<file path="config.mk">
export PLATFORM = sky130hd
export DESIGN_NAME = roulette_wheel_selector_top_flat
export DESIGN_NICKNAME = d
export VERILOG_FILES = /design/src/sv/rws_pkg.sv /design/src/sv/rws_if.sv /design/src/sv/rws_ram.sv /design/src/sv/roulette_wheel_selector_top.sv /design/src/flat_wrapper.sv
export SDC_FILE = /design/constraint.sdc
export NUM_CORES = 1
export LEC_CHECK = 0
export ABC_AREA = 1
export BUFFER_PORTS_ARGS = -buffer_cell sky130_fd_sc_hd__buf_2
export CORE_MARGIN = 8
export CORE_UTILIZATION = 50
export DETAILED_ROUTE_END_ITERATION = 7
export PLACE_DENSITY_LB_ADDON = 0.2
export SYNTH_ARGS = -nofsm -noshare
export SYNTH_HDL_FRONTEND = slang
export SYNTH_SLANG_ARGS = --single-unit
</file>
<file path="constraint.sdc">
create_clock -name clock -period 6.2 [get_ports clock]
set_clock_uncertainty 0.05 [all_clocks]
set_input_delay 1.24 -clock clock [delete_from_list [all_inputs] [get_ports clock]]
set_output_delay 1.24 -clock clock [all_outputs]
set_load 0.02 [all_outputs]
</file>
<file path="src/sv/rws_pkg.sv">
// Shared types, widths and defaults for the roulette wheel selector.
`default_nettype none

package rws_pkg;

   // Default sizing of the population table.
   localparam int POP_SIZE_DEF     = 32;
   localparam int FITNESS_BITS_DEF = 10;

   // Fixed field widths of the request and response beats.
   localparam int ENTRY_INDEX_W   = 5;
   localparam int FITNESS_VALUE_W = 10;
   localparam int RAND_POINT_W    = 15;
   localparam int TOTAL_W         = 15;

   // Largest total that the response can carry.
   localparam logic [TOTAL_W-1:0] TOTAL_MAX = 15'h7FFF;

   // Request kinds.
   localparam logic REQ_LOAD   = 1'b0;
   localparam logic REQ_SELECT = 1'b1;

   // Controller states.
   typedef enum logic [1:0] {
      ST_IDLE,
      ST_LOAD,
      ST_WALK,
      ST_FINISH
   } rws_state_type;

endpackage

`default_nettype wire

</file>
<file path="src/sv/rws_if.sv">
// Request and response channel interfaces of the roulette wheel selector.
`default_nettype none

interface rws_req_if import rws_pkg::*; ();
   logic                       valid;
   logic                       ready;
   logic                       req_type;
   logic [ENTRY_INDEX_W-1:0]   entry_index;
   logic [FITNESS_VALUE_W-1:0] fitness_value;
   logic [RAND_POINT_W-1:0]    rand_point;

   modport source (output valid, req_type, entry_index, fitness_value, rand_point,
                   input ready);
   modport sink   (input valid, req_type, entry_index, fitness_value, rand_point,
                   output ready);
endinterface

interface rws_rsp_if import rws_pkg::*; ();
   logic                     valid;
   logic                     ready;
   logic [ENTRY_INDEX_W-1:0] selected_index;
   logic                     select_miss;
   logic [TOTAL_W-1:0]       total_fitness;
   logic                     goal_reached;

   modport source (output valid, selected_index, select_miss, total_fitness, goal_reached,
                   input ready);
   modport sink   (input valid, selected_index, select_miss, total_fitness, goal_reached,
                   output ready);
endinterface

`default_nettype wire

</file>
<file path="src/sv/rws_ram.sv">
// Generic single-port-write, single-port-read RAM with a registered read.
`default_nettype none

module rws_ram #(
   parameter int WIDTH = 8,
   parameter int DEPTH = 32
) (
   input  wire logic                     clock,
   input  wire logic                     wr_en,
   input  wire logic [$clog2(DEPTH)-1:0] wr_addr,
   input  wire logic [WIDTH-1:0]         wr_data,
   input  wire logic                     rd_en,
   input  wire logic [$clog2(DEPTH)-1:0] rd_addr,
   output logic      [WIDTH-1:0]         rd_data
);

   logic [WIDTH-1:0] mem [DEPTH];

   // Write port and registered read port.
   always_ff @(posedge clock) begin
      if (wr_en) begin
         mem[wr_addr] <= wr_data;
      end
      if (rd_en) begin
         rd_data <= mem[rd_addr];
      end
   end

endmodule

`default_nettype wire

</file>
<file path="src/sv/roulette_wheel_selector_top.sv">
// Top level of the roulette wheel selector: fitness table, walk and response register.
//
// The block holds POP_SIZE fitness values in a RAM and answers one beat per request.
// A load (req_type 0) writes one entry and keeps the running total and the count of zero
// entries current. A select (req_type 1) walks the table from entry 0, one RAM read and
// one accumulate per cycle, and stops at the first entry whose cumulative interval holds
// the point. A point at or above the total returns the last index with select_miss set.
// Loads whose entry_index is at or beyond POP_SIZE leave the table unchanged. The table
// reads as zero after reset through one valid flag per entry, so no clearing pass is
// needed. The response sits in an output register, so a new request is taken while the
// previous response waits.
`default_nettype none

module roulette_wheel_selector_top import rws_pkg::*; #(
   parameter int POP_SIZE     = POP_SIZE_DEF,
   parameter int FITNESS_BITS = FITNESS_BITS_DEF
) (
   input wire logic clock,
   input wire logic reset,
   rws_req_if.sink   req_bus,
   rws_rsp_if.source rsp_bus
);

   localparam int IDX_W = $clog2(POP_SIZE);
   localparam int SUM_W = FITNESS_BITS + IDX_W;
   localparam int CMP_W = (SUM_W > RAND_POINT_W) ? SUM_W : RAND_POINT_W;
   localparam int ZC_W  = $clog2(POP_SIZE + 1);

   rws_state_type state_ff, state_in;

   logic [IDX_W-1:0]        cur_ff, cur_in;
   logic [IDX_W-1:0]        addr_ff, addr_in;
   logic [SUM_W-1:0]        start_ff, start_in;
   logic [RAND_POINT_W-1:0] point_ff, point_in;
   logic [FITNESS_BITS-1:0] fit_ff, fit_in;
   logic [IDX_W-1:0]        sel_ff, sel_in;
   logic                    miss_ff, miss_in;
   logic [SUM_W-1:0]        sum_ff, sum_in;
   logic [ZC_W-1:0]         zc_ff, zc_in;
   logic [POP_SIZE-1:0]     valid_ff, valid_in;

   logic                     rsp_valid_ff, rsp_valid_in;
   logic [ENTRY_INDEX_W-1:0] rsp_sel_ff, rsp_sel_in;
   logic                     rsp_miss_ff, rsp_miss_in;
   logic [TOTAL_W-1:0]       rsp_total_ff, rsp_total_in;
   logic                     rsp_goal_ff, rsp_goal_in;

   logic                    ram_wr_en;
   logic [IDX_W-1:0]        ram_wr_addr;
   logic [FITNESS_BITS-1:0] ram_wr_data;
   logic                    ram_rd_en;
   logic [IDX_W-1:0]        ram_rd_addr;
   logic [FITNESS_BITS-1:0] ram_rd_data;

   logic                        req_accept;
   logic                        req_in_range;
   logic [IDX_W+ENTRY_INDEX_W-1:0]          req_idx_wide;
   logic [FITNESS_BITS+FITNESS_VALUE_W-1:0] req_fit_wide;
   logic [IDX_W-1:0]            data_idx;
   logic [FITNESS_BITS-1:0]     old_fit;
   logic [SUM_W-1:0]            walk_end;
   logic                        point_hit;
   logic                        cur_last;
   logic [CMP_W-1:0]            sum_cmp;
   logic [TOTAL_W-1:0]          total_rep;
   logic [IDX_W+ENTRY_INDEX_W-1:0] sel_wide;

   // Fitness table.
   rws_ram #(
      .WIDTH (FITNESS_BITS),
      .DEPTH (POP_SIZE)
   ) u_fitness_ram (
      .clock   (clock),
      .wr_en   (ram_wr_en),
      .wr_addr (ram_wr_addr),
      .wr_data (ram_wr_data),
      .rd_en   (ram_rd_en),
      .rd_addr (ram_rd_addr),
      .rd_data (ram_rd_data)
   );

   // Requests are taken only while the controller is idle.
   assign req_bus.ready = (state_ff == ST_IDLE);

   // Request decode and datapath terms.
   assign req_accept   = req_bus.valid && req_bus.ready;
   assign req_in_range = 32'(req_bus.entry_index) < 32'(POP_SIZE);
   assign req_idx_wide = {{IDX_W{1'b0}}, req_bus.entry_index};
   assign req_fit_wide = {{FITNESS_BITS{1'b0}}, req_bus.fitness_value};

   // The entry whose data arrives this cycle reads as zero until written.
   assign data_idx  = (state_ff == ST_LOAD) ? addr_ff : cur_ff;
   assign old_fit   = valid_ff[data_idx] ? ram_rd_data : '0;
   assign walk_end  = start_ff + SUM_W'(old_fit);
   assign point_hit = CMP_W'(point_ff) < CMP_W'(walk_end);
   assign cur_last  = (cur_ff == IDX_W'(POP_SIZE - 1));

   // Reported total saturates at the width of the response field.
   assign sum_cmp   = CMP_W'(sum_ff);
   assign total_rep = (sum_cmp > CMP_W'(TOTAL_MAX)) ? TOTAL_MAX : sum_cmp[TOTAL_W-1:0];
   assign sel_wide  = {{ENTRY_INDEX_W{1'b0}}, sel_ff};

   // Next state and outputs of the controller.
   always_comb begin
      state_in     = state_ff;
      cur_in       = cur_ff;
      addr_in      = addr_ff;
      start_in     = start_ff;
      point_in     = point_ff;
      fit_in       = fit_ff;
      sel_in       = sel_ff;
      miss_in      = miss_ff;
      sum_in       = sum_ff;
      zc_in        = zc_ff;
      valid_in     = valid_ff;
      rsp_valid_in = rsp_valid_ff && !rsp_bus.ready;
      rsp_sel_in   = rsp_sel_ff;
      rsp_miss_in  = rsp_miss_ff;
      rsp_total_in = rsp_total_ff;
      rsp_goal_in  = rsp_goal_ff;
      ram_wr_en    = 1'b0;
      ram_wr_addr  = addr_ff;
      ram_wr_data  = fit_ff;
      ram_rd_en    = 1'b0;
      ram_rd_addr  = '0;

      case (state_ff)
         ST_IDLE: begin
            if (req_accept) begin
               sel_in  = '0;
               miss_in = 1'b0;
               if (req_bus.req_type == REQ_SELECT) begin
                  // Start the walk at entry 0.
                  ram_rd_en   = 1'b1;
                  ram_rd_addr = '0;
                  cur_in      = '0;
                  start_in    = '0;
                  point_in    = req_bus.rand_point;
                  state_in    = ST_WALK;
               end else if (req_in_range) begin
                  // Fetch the old value of the entry being replaced.
                  ram_rd_en   = 1'b1;
                  ram_rd_addr = req_idx_wide[IDX_W-1:0];
                  addr_in     = req_idx_wide[IDX_W-1:0];
                  fit_in      = req_fit_wide[FITNESS_BITS-1:0];
                  state_in    = ST_LOAD;
               end else begin
                  state_in = ST_FINISH;
               end
            end
         end

         ST_LOAD: begin
            // Replace the entry and keep the total and zero count current.
            ram_wr_en         = 1'b1;
            valid_in[addr_ff] = 1'b1;
            sum_in   = sum_ff - SUM_W'(old_fit) + SUM_W'(fit_ff);
            zc_in    = zc_ff + ZC_W'(fit_ff == '0) - ZC_W'(old_fit == '0);
            state_in = ST_FINISH;
         end

         ST_WALK: begin
            // Every earlier interval ended at or below the point, so only the end is tested.
            if (point_hit) begin
               sel_in   = cur_ff;
               miss_in  = 1'b0;
               state_in = ST_FINISH;
            end else if (cur_last) begin
               sel_in   = IDX_W'(POP_SIZE - 1);
               miss_in  = 1'b1;
               state_in = ST_FINISH;
            end else begin
               ram_rd_en   = 1'b1;
               ram_rd_addr = cur_ff + IDX_W'(1);
               cur_in      = cur_ff + IDX_W'(1);
               start_in    = walk_end;
            end
         end

         ST_FINISH: begin
            // Hand the result to the response register once it is free.
            if (!rsp_valid_ff || rsp_bus.ready) begin
               rsp_valid_in = 1'b1;
               rsp_sel_in   = sel_wide[ENTRY_INDEX_W-1:0];
               rsp_miss_in  = miss_ff;
               rsp_total_in = total_rep;
               rsp_goal_in  = (zc_ff != '0);
               state_in     = ST_IDLE;
            end
         end

         default: begin
            state_in = ST_IDLE;
         end
      endcase
   end

   // Control state.
   always_ff @(posedge clock) begin
      if (reset) begin
         state_ff     <= ST_IDLE;
         valid_ff     <= '0;
         sum_ff       <= '0;
         zc_ff        <= ZC_W'(POP_SIZE);
         rsp_valid_ff <= 1'b0;
      end else begin
         state_ff     <= state_in;
         valid_ff     <= valid_in;
         sum_ff       <= sum_in;
         zc_ff        <= zc_in;
         rsp_valid_ff <= rsp_valid_in;
      end
   end

   // Working and response payload.
   always_ff @(posedge clock) begin
      cur_ff       <= cur_in;
      addr_ff      <= addr_in;
      start_ff     <= start_in;
      point_ff     <= point_in;
      fit_ff       <= fit_in;
      sel_ff       <= sel_in;
      miss_ff      <= miss_in;
      rsp_sel_ff   <= rsp_sel_in;
      rsp_miss_ff  <= rsp_miss_in;
      rsp_total_ff <= rsp_total_in;
      rsp_goal_ff  <= rsp_goal_in;
   end

   // Response channel.
   assign rsp_bus.valid          = rsp_valid_ff;
   assign rsp_bus.selected_index = rsp_sel_ff;
   assign rsp_bus.select_miss    = rsp_miss_ff;
   assign rsp_bus.total_fitness  = rsp_total_ff;
   assign rsp_bus.goal_reached   = rsp_goal_ff;

endmodule

`default_nettype wire

</file>
<file path="src/flat_wrapper.sv">
// flat-port wrapper written by rule: the top's interface ports become plain ports
module roulette_wheel_selector_top_flat import rws_pkg::*;
#(
   parameter int POP_SIZE     = POP_SIZE_DEF,
   parameter int FITNESS_BITS = FITNESS_BITS_DEF
)
  (clock, reset, req_bus_valid, req_bus_req_type, req_bus_entry_index, req_bus_fitness_value, req_bus_rand_point, req_bus_ready, rsp_bus_valid, rsp_bus_selected_index, rsp_bus_select_miss, rsp_bus_total_fitness, rsp_bus_goal_reached, rsp_bus_ready);
  rws_req_if req_bus_i ();
  rws_rsp_if rsp_bus_i ();
  input wire logic clock;
  input wire logic reset;
  input wire logic [$bits(req_bus_i.valid)-1:0] req_bus_valid;
  input wire logic [$bits(req_bus_i.req_type)-1:0] req_bus_req_type;
  input wire logic [$bits(req_bus_i.entry_index)-1:0] req_bus_entry_index;
  input wire logic [$bits(req_bus_i.fitness_value)-1:0] req_bus_fitness_value;
  input wire logic [$bits(req_bus_i.rand_point)-1:0] req_bus_rand_point;
  output wire logic [$bits(req_bus_i.ready)-1:0] req_bus_ready;
  output wire logic [$bits(rsp_bus_i.valid)-1:0] rsp_bus_valid;
  output wire logic [$bits(rsp_bus_i.selected_index)-1:0] rsp_bus_selected_index;
  output wire logic [$bits(rsp_bus_i.select_miss)-1:0] rsp_bus_select_miss;
  output wire logic [$bits(rsp_bus_i.total_fitness)-1:0] rsp_bus_total_fitness;
  output wire logic [$bits(rsp_bus_i.goal_reached)-1:0] rsp_bus_goal_reached;
  input wire logic [$bits(rsp_bus_i.ready)-1:0] rsp_bus_ready;
  assign req_bus_i.valid = req_bus_valid;
  assign req_bus_i.req_type = req_bus_req_type;
  assign req_bus_i.entry_index = req_bus_entry_index;
  assign req_bus_i.fitness_value = req_bus_fitness_value;
  assign req_bus_i.rand_point = req_bus_rand_point;
  assign req_bus_ready = req_bus_i.ready;
  assign rsp_bus_valid = rsp_bus_i.valid;
  assign rsp_bus_selected_index = rsp_bus_i.selected_index;
  assign rsp_bus_select_miss = rsp_bus_i.select_miss;
  assign rsp_bus_total_fitness = rsp_bus_i.total_fitness;
  assign rsp_bus_goal_reached = rsp_bus_i.goal_reached;
  assign rsp_bus_i.ready = rsp_bus_ready;
  roulette_wheel_selector_top #(.POP_SIZE(POP_SIZE), .FITNESS_BITS(FITNESS_BITS)) u_core (.clock(clock), .reset(reset), .req_bus(req_bus_i), .rsp_bus(rsp_bus_i));
endmodule
</file>
# == After elaboration in Yosys (flattened, before gate mapping) ==
# Memory sizes are Yosys's and may differ from the RTL's. A register that Yosys moved wholly into a read port is not among the register bits.
# Index checks and enable logic that the tools add are counted.
# totals
reg_bits,134
ram_bits,320
in_bits,35
output_inout_bits,24
word_cells,101
mem_count,1
# op_classes
add_sub_neg,6
magnitude_cmp,5
n_eq_ne,10
mux,44
n_bitwise,2
reduce_logical,17
# memory_table
memory,words,word_bits,rd,rd_ports_with_merged_regs,wr,line_no,rtl
u_core.u_fitness_ram.mem,32,10,1,1,1,rws_ram.sv:17,logic [WIDTH-1:0] mem [DEPTH];
# ops
cell,count
2-to-1 mux 15 bit,4
2-to-1 mux 5 bit,12
OR 32 bit,1
adder 15 x 10 -> 15 bit,2
one-hot mux 15 bit (2 select lines),1
one-hot mux 5 bit (2 select lines),3
logical NOT 10 bit,2
"greater-than comparator 15 bit, second input constant",1
less-than comparator 15 bit,1
subtractor 15 x 10 -> 15 bit,1
2-to-1 mux 1 bit,13
"less-than comparator 5 x 6 -> 1 bit, second input constant",2
AND reduction 3 bit,4
2-to-1 mux 10 bit,1
2-to-1 mux 2 bit,5
"!= test 2 bit, second input constant",4
one-hot mux 2 bit (4 select lines),1
adder 6 x 1 -> 6 bit,1
nonzero test 6 bit,1
subtractor 6 x 1 -> 6 bit,1
"adder 5 x 1 -> 5 bit, second input constant",1
binary-select mux 1 bit (select 5 bit),1
demux 1 bit (select 5 bit),1
"== test 5 bit, second input constant",1
other kinds (14),19

# == Longest topological paths before layout ==
# Gate-level depths: netlist (run 1).
# depth
ltp_word,9
mapped_depth,44
mapped_depth_nobuf,41

# == Modules after synthesis ==
# A second synthesis (run 1) with hierarchy kept.
# unflattened
cells_unflattened,1971
area_unflattened_um2,20739.9
# modules_own_cells
module,n_inst,cells_per_inst,area_each_um2,seq_area_each_um2
rws_ram,1,1140,13430.4,9909.5
roulette_wheel_selector_top,1,831,7309.5,3463.3

# == Least setup slack after synthesis (run 1) ==
# No wires, ideal clock.
# synth_timing
kind,register to register
startpoint,register u_core.state_ff[1]
endpoint,"register u_core.cur_ff[0], enable pin"
setup_time_ns,0.422
arrival_time_ns,5.819
required_time_ns,5.728
setup_slack_ns,-0.091
stages_incl_launch_ff,36
n_path_buf,2
period_less_slack_ns,6.291
cell_sequence,dfxtp_1 -> inv_1 -> ha_1 -> buf_6 -> o21ai_4 -> inv_2 -> buf_2 -> nand2_1 -> nand3_1 -> nand3_1 -> nand3_1 -> nand3_1 -> o21ai_1 -> inv_2 -> nor2_1 -> ha_1 -> fa_1 -> nand3_1 -> nand2_1 -> a21oi_1 -> inv_1 -> a21oi_1 -> o21ai_0 -> nand3_1 -> xnor2_1 -> inv_1 -> ha_1 -> nand2_1 -> nor2_1 -> and2_1 -> nand2_1 -> nand2_2 -> inv_2 -> nor2_1 -> nor2_1 -> nor3_1
# synth_via
elab_chain_len,9
word_cells_on_any_way,16
classes_between,add/sub: 1; order compare: 1; eq/ne: 6; mux: 4; reduce/logical: 4
# synth_rtl
item,line_no,rtl
from (decl),roulette_wheel_selector_top.sv:29,"rws_state_type state_ff, state_in;"
from (signal assigned),roulette_wheel_selector_top.sv:207,state_ff <= state_in;
== test 2 x 1 -> 1 bit,roulette_wheel_selector_top.sv:92,assign data_idx = (state_ff == ST_LOAD) ? addr_ff : cur_ff;
2-to-1 mux 5 bit,roulette_wheel_selector_top.sv:92,
binary-select mux 1 bit (select 5 bit),roulette_wheel_selector_top.sv:93,assign old_fit = valid_ff[data_idx] ? ram_rd_data : '0;
2-to-1 mux 1 bit (implied by the code),roulette_wheel_selector_top.sv:93,
2-to-1 mux 10 bit,roulette_wheel_selector_top.sv:93,
adder 15 x 10 -> 15 bit,roulette_wheel_selector_top.sv:94,assign walk_end = start_ff + SUM_W'(old_fit);
less-than comparator 15 bit,roulette_wheel_selector_top.sv:95,assign point_hit = CMP_W'(point_ff) < CMP_W'(walk_end);
!= test 2 bit (no line),-,
AND reduction 5 bit (no line) (*),-,
to (signal assigned),roulette_wheel_selector_top.sv:217,cur_ff <= cur_in;
to (decl),roulette_wheel_selector_top.sv:31,"logic [IDX_W-1:0] cur_ff, cur_in;"
# Mark *: on every way between the ends. The rest lies on a longest branch, timed or not. The select of a mux whose other input is x is not followed.
# A chain may end at the register's enable or synchronous reset.

# == Worst setup path in the final report (run 1) ==
# layout_timing
startpoint,register u_core.state_ff[1]
endpoint,"register u_core.u_fitness_ram.rd_data[3], read port of u_core.u_fitness_ram.mem, data pin"
# layout_via
elab_chain_len,9
word_cells_on_any_way,16
classes_between,add/sub: 1; order compare: 1; eq/ne: 2; mux: 10; reduce/logical: 2
# layout_rtl
item,line_no,rtl
== test 2 x 1 -> 1 bit,roulette_wheel_selector_top.sv:92,
2-to-1 mux 5 bit,roulette_wheel_selector_top.sv:92,
binary-select mux 1 bit (select 5 bit),roulette_wheel_selector_top.sv:93,
2-to-1 mux 1 bit (implied by the code),roulette_wheel_selector_top.sv:93,
2-to-1 mux 10 bit,roulette_wheel_selector_top.sv:93,
adder 15 x 10 -> 15 bit,roulette_wheel_selector_top.sv:94,
less-than comparator 15 bit,roulette_wheel_selector_top.sv:95,
2-to-1 mux 5 bit / 2-to-1 mux 1 bit (equally long branches),roulette_wheel_selector_top.sv:164,if (point_hit) begin
one-hot mux 5 bit (2 select lines) / one-hot mux 1 bit (2 select lines) (equally long branches),roulette_wheel_selector_top.sv:127,case (state_ff)
to (decl),rws_ram.sv:14,output logic [WIDTH-1:0] rd_data
# Parallel ways exist; a longest one is shown, timed or not. The select of a mux whose other input is x is not followed.

==> results of run 1 <==
[flip-flops by register name, summed over array words and instances (netlist names)]
name and count:
u_core.u_fitness_ram.mem 320, u_core.valid_ff 32, u_core.point_ff 15, u_core.rsp_bus.total_fitness 15, u_core.start_ff 15, u_core.sum_cmp 15, u_core.fit_ff 10, u_core.u_fitness_ram.rd_data 10
u_core.zc_ff 6, u_core.addr_ff 5, u_core.cur_ff 5, u_core.rsp_bus.selected_index 5, u_core.sel_ff 5, u_core.state_ff 2, u_core.miss_ff 1, u_core.rsp_bus.goal_reached 1
u_core.rsp_bus.select_miss 1, u_core.rsp_bus.valid 1
[critical path: cells and delay by family, from the launching register on]
| kind | cells | cell delay [ns] |
|---|---|---|
| buffers and inverters | 9 | 1.19 |
| adders and majority gates | 3 | 0.76 |
| xor gates and xnor gates | 1 | 0.21 |
| DFF | 1 | 0.33 |
| and+or+nand+nor | 25 | 2.10 |
| AOI/OAI and AO/OA | 6 | 0.96 |
[stage by stage]
stage                     std cells  cell area [µm²]
after floorplan                2148            21600
after global placement         2732            22900
after detailed placement       2732            22900
after CTS                      2822            24500
after global routing           2842            25200
final                          2842            25200
[cell usage in the layout, fill, tap and decap left out, types with 14 or more instances in the layout]
master,n
ha_1,50
nand2_1,413
nand3_1,351
o21ai_0,36
nand3_2,27
dfxtp_1,56
buf_12,14
edfxtp_1,408
clkbuf_16,57
xor2_1,16
inv_1,319
nand3b_1,50
nor2_1,141
buf_4,79
buf_2,58
a21oi_1,53
[logic make-up (layout without fill, tap and decap cells)]
kind of cell,after synthesis,after routing
xor gates and xnor gates,29,29
DFF,464,464
buffers and inverters,435,583
adders and majority gates,69,69
AOI/OAI and AO/OA,120,120
and+or+nand+nor,1031,1031
[routing by layer]
layer	vias up	part of all wire, %	global-route usage [%]	wire length, µm
met3	122	7.7	4.09	4350
met5	-	0	0	0
met1	7402	42	29.4	23700
li1	7389	-	-	-
met4	0	3.5	8.37	2010
met2	597	47	35.7	26700
[repair_timing]
item,CTS,global route
hold buffers,0,0
cloned,1,7
gates resized for setup,4,89
endpoints found under the setup margin,10,10
pin swaps,0,20
buffers inserted,1,13
[power by group through the flow]
stage | Sequential [µW] | Combinational [µW] | Clock, µW
detailed placement | 4030 | 5150 | 0
CTS | 3970 | 5200 | 2920
floorplan | 4010 | 3470 | 0
global placement | 4020 | 5070 | 0
finish | 3980 | 5700 | 2890
global route | 4000 | 6350 | 3040
[layout make-up]
cell class	instances	area [µm²]
clock buffers	60	1320
multi-input cells	1249	6840
repair buffers	164	1440
flip-flops and latches	464	13400
inverters	329	1250
clock inverters	28	245
repair inverters	2	15.0
well taps	546	683
fillers	3615	17600
[final timing paths]
| check | to | slack, ns | cells after the start |
|---|---|---|---|
| hold reg to reg | u_core.rsp_bus.selected_index[2]$_DFFE_PP_ | 0.37 | 0 |
| hold / removal | u_core.rsp_bus.selected_index[2]$_DFFE_PP_ | 0.37 | 0 |
| setup reg to reg | u_core.u_fitness_ram.rd_data[3]$_DFFE_PP_ | 0.32 | 44 |
| setup / recovery | u_core.u_fitness_ram.rd_data[3]$_DFFE_PP_ | 0.32 | 44 |
==> qor.yml, run 1 <==
setup_path:
  start_kind: "register"
  endpoint_kind: "register"
  crit_required_ns: 6.49
  cp_common_cell: "nand2_1"
  critPathMaxFanout: 16
  critPathArrivalTime_ns: 6.17
  setup.worst_path.start: "u_core.state_ff[1]$_SDFFE_PP0P_"
  worst-setup-path-type: "reg2reg"
  r2r_start: "u_core.state_ff[1]$_SDFFE_PP0P_"
  max_stage_delay_ns: 0.33
  crit_slowest_cell: "dfxtp_1"
yosys:
  ys.flop_type: "edfxtp_1"
  synth_area_um2: 21600
  synthSimpleGateAreaFrac_pct: 21.3
  synth_top_area_cell: "edfxtp_1"
  ys_async_sr_fraction_pct: 0
  ys_ff_latch: 464
  synth.top_cell.area_share_pct: 56.8
  ys_seq_area_share_pct: 62.0
  synthTopCellsByCount: "418 x nand2_1, 408 x edfxtp_1, 378 x nand3_1"
  synth_compound_area_share_pct: 3.09
  synth_edf_count: 408
  syn_nets: 2252
  ys_warn_count: 0
  yosysMostFrequentCell: "nand2_1"
  synth_top_family_by_area: "simple AND/OR/NAND/NOR gates"
  yosys-top-cells-area: "edfxtp_1 57%, nand3_1 8.8%, nand2_1 7.3%"
  synth_xor_area_share_pct: 1.18
  netlist-cell-type-count: 42
  synthAdderAreaFrac_pct: 4.42
  syn_avg_cell_area_um2: 10.0
  muxShareOfSynthArea_pct: 0
  synthCells: 2148
layout:
  area_growth_pct: 16.6
  num_antenna_cells: 0
  nets: 2363
  final_util_pct: 58.8
  drive_gt1_share_pct: 13.8
placement:
  port_buffers: 58
  place_ws_ns: -0.102
  dp_hpwl_um: 35800
  gp_congestion: 0.867
power_and_ir_drop:
  peakVddDrop_mv: 0.336
  seqPwrFrac_pct: 31.7
  switchingPower_uw: 4840
  p_leak_uw: 0.0105
  power_frac_comb_pct: 45.4
  total_power_uw: 12600
  clock_power_share_pct: 23.0
  swShare_pct: 38.5
  power_density_nw_per_um2: 499
  p_int_uw: 7720
outcome:
  status: "finished clean"
sta:
  fin_ws_ns: 0.325
  timing.final.crit_share_pct: 94.8
  period_needed_ns: 5.88
  fmax_ghz: 0.170
  setup_viol: 0
  setup_tns_ns: 0
  hold_violations: 0
  finalHoldWorstSlack_ns: 0.369
  maxSlewHeadroom_pct: 12.5
  worst_slew_pin_slew_ns: 1.31
  slew_violations: 0
route:
  via_per_inst: 5.46
  drt_iter0_markers: 1654
  wl_per_cell_um: 20.0
  routed_wl_um: 56800
  dr.pass1.iters: 6
  ant_nets: 0
  dr_total_vias: 15500
  drc: 0
grt:
  first_global_vias: 15100
  overflow: 0
  antenna_found_initial: 0
  grt_util_all_layers_pct: 22.0
  grt_max_degree: 93
  grt_first_pass_wirelength_um: 85500
clock_network:
  cts_made_buffers: 49
  clockBufferDepth: 3
  cts.sinks: 464
  clk_pin_slew_ns: 0.06
  insertion_delay_ns: 0.61
  cts_root_buf: "clkbuf_16"
  cts-htree-levels: 2
  cts_tree: "built"
floorplan:
  core_area_um2: 42800
  die_w_um: 224
  initial_core_util_pct: 50.4
  row_count: 76
  pin_count: 59
  dieHeight_um: 224
  die_area_um2: 50000
hold_path:
  hold_class: "reg2reg"
  min_from: "u_core.sel_ff[2]$_SDFFCE_PN0P_"
run:
  cap_violations: 0
Power figures use the tool's default switching activity.
==> run 2, diff against run 1 <==
clock period = 5.8 ns   (was 6.2 ns; I/O delays follow)
==> qor.yml, run 2 (synthesis results as in run 1) <==
sta:
  fin_ws_ns: 0.111
  hold_violations: 0
  timing.final.crit_share_pct: 98.1
  maxSlewHeadroom_pct: 12.7
  slew_violations: 0
  fmax_ghz: 0.176
  worst_slew_pin_slew_ns: 1.30
  setup_viol: 0
  period_needed_ns: 5.69
  rsz0062_at_grt: "yes"
placement:
  place_ws_ns: -0.571
  gp_congestion: 0.867
  dp.cells: 2773
  dp_hpwl_um: 36900
  port_buffers: 58
layout:
  largestRegisters: "u_core.u_fitness_ram.mem x320, u_core.valid_ff x32"
  nets: 2424
  largest_reg_flops: 320
  final_cell_mix: "408 x edfxtp_1, 369 x nand2_1, 318 x inv_1"
  final_util_pct: 62.5
  area_growth_pct: 23.9
  multi_input_area_um2: 7640
  fillers: 3452
  seq_area_um2: 13400
  layout_commonest_cell: "edfxtp_1"
  top_register: "u_core.u_fitness_ram.mem"
  drive_gt1_share_pct: 21.8
  num_antenna_cells: 0
  layout.cells.non_filler: 2906
floorplan:
  row_count: 76
  die_area_um2: 50000
  core_area_um2: 42800
  dieHeight_um: 224
  pin_count: 59
  die_w_um: 224
  initial_core_util_pct: 50.4
setup_path:
  max_stage_delay_ns: 0.34
  r2r_start: "u_core.state_ff[1]$_SDFFE_PP0P_"
  critPathMaxFanout: 12
  start_kind: "register"
  r2r_setup_slack_ns: 0.11
  setup.worst_path.start: "u_core.state_ff[1]$_SDFFE_PP0P_"
  cp_common_cell: "nand2_1"
  crit_required_ns: 6.10
  worst-setup-path-type: "reg2reg"
  critPathArrivalTime_ns: 5.99
  endpoint_kind: "register"
  crit_slowest_cell: "dfxtp_2"
route:
  drt_iter0_markers: 1423
  wl_per_cell_um: 20.4
  dr.pass1.iters: 6
  ant_nets: 0
  via_per_inst: 5.50
  routed_wl_um: 59400
  dr_total_vias: 16000
  drc: 0
clock_network:
  clockBufferDepth: 3
  hold_buffers: 0
  cts.sinks: 464
  clk_pin_slew_ns: 0.06
  insertion_delay_ns: 0.59
  cts_made_buffers: 49
  cts_root_buf: "clkbuf_16"
  cts_tree: "built"
  cts-htree-levels: 2
hold_path:
  min_from: "u_core.sel_ff[0]$_SDFFCE_PN0P_"
  hold_class: "reg2reg"
grt:
  grt_first_pass_wirelength_um: 88700
  antenna_found_initial: 2
  grtUsageMet2_pct: 37.5
  first_global_vias: 15500
  grt_busiest_layer: "met2"
  grt_max_degree: 93
  overflow: 0
  use_met1_pct: 31.2
  grt_util_all_layers_pct: 22.7
  met3_usage_pct: 3.15
power_and_ir_drop:
  peakVddDrop_mv: 0.378
  power_density_nw_per_um2: 547
  p_leak_uw: 0.0112
run:
  cap_violations: 0
outcome:
  status: "finished clean"
-- run 2: metal layers --
| layer | routed length, µm | vias up |
|---|---|---|
| met4 | 1520 | 0 |
| li1 | - | 7514 |
| met2 | 28400 | 575 |
| met3 | 4050 | 100 |
| met5 | 0 | - |
| met1 | 25300 | 7784 |
-- run 2: what timing repair did --
action	in CTS	in global routing
buffers inserted	19	11
endpoints found under the setup margin	12	40
gates resized for setup	92	202
pin swaps	25	83
gates cloned	6	9
-- run 2: worst paths after layout --
path	cells after the start	to
hold reg to reg	0	u_core.rsp_bus.selected_index[0]$_DFFE_PP_
hold / removal	0	u_core.rsp_bus.selected_index[0]$_DFFE_PP_
setup reg to reg	44	u_core.u_fitness_ram.rd_data[8]$_DFFE_PP_
setup / recovery	44	u_core.u_fitness_ram.rd_data[8]$_DFFE_PP_
-- run 2: worst max-delay path: cells and delay by family (launching register included) --
kind | cells | cell delay (ns)
simple gates | 24 | 2.06
buf+inv | 10 | 1.23
compound gates | 6 | 0.88
fa+ha+maj | 3 | 0.71
flops | 1 | 0.34
xor+xnor | 1 | 0.17
-- run 2: report_power, final --
group	internal, µW	switching [µW]	leakage [µW]	total, µW
clock network	1870	1300	0.000795	3160
registers	4060	205	0.00416	4270
logic	3050	4150	0.00621	7190
total	8980	5650	0.0112	14600
-- run 2: cell type report --
cell class              instances  area share (%)
repair inverters                1          0.0281
clock buffers                  59            4.88
well taps                     546            2.56
clock inverters                32            1.20
flip-flops and latches        464            50.0
repair buffers                226            8.05
inverters                     329            4.66
multi-input cells            1249            28.6
-- run 2: stage by stage --
step	TNS, ns	hold slack [ns]	cell area, µm²	total power [µW]
floorplan	0	0.350	21600	7990
global placement	-3.35	0.355	23300	9980
detailed placement	-5.00	0.355	23300	10100
CTS	0	0.368	25600	13800
global route	-1.53	0.382	26700	15600
finish	0	0.368	26700	14600
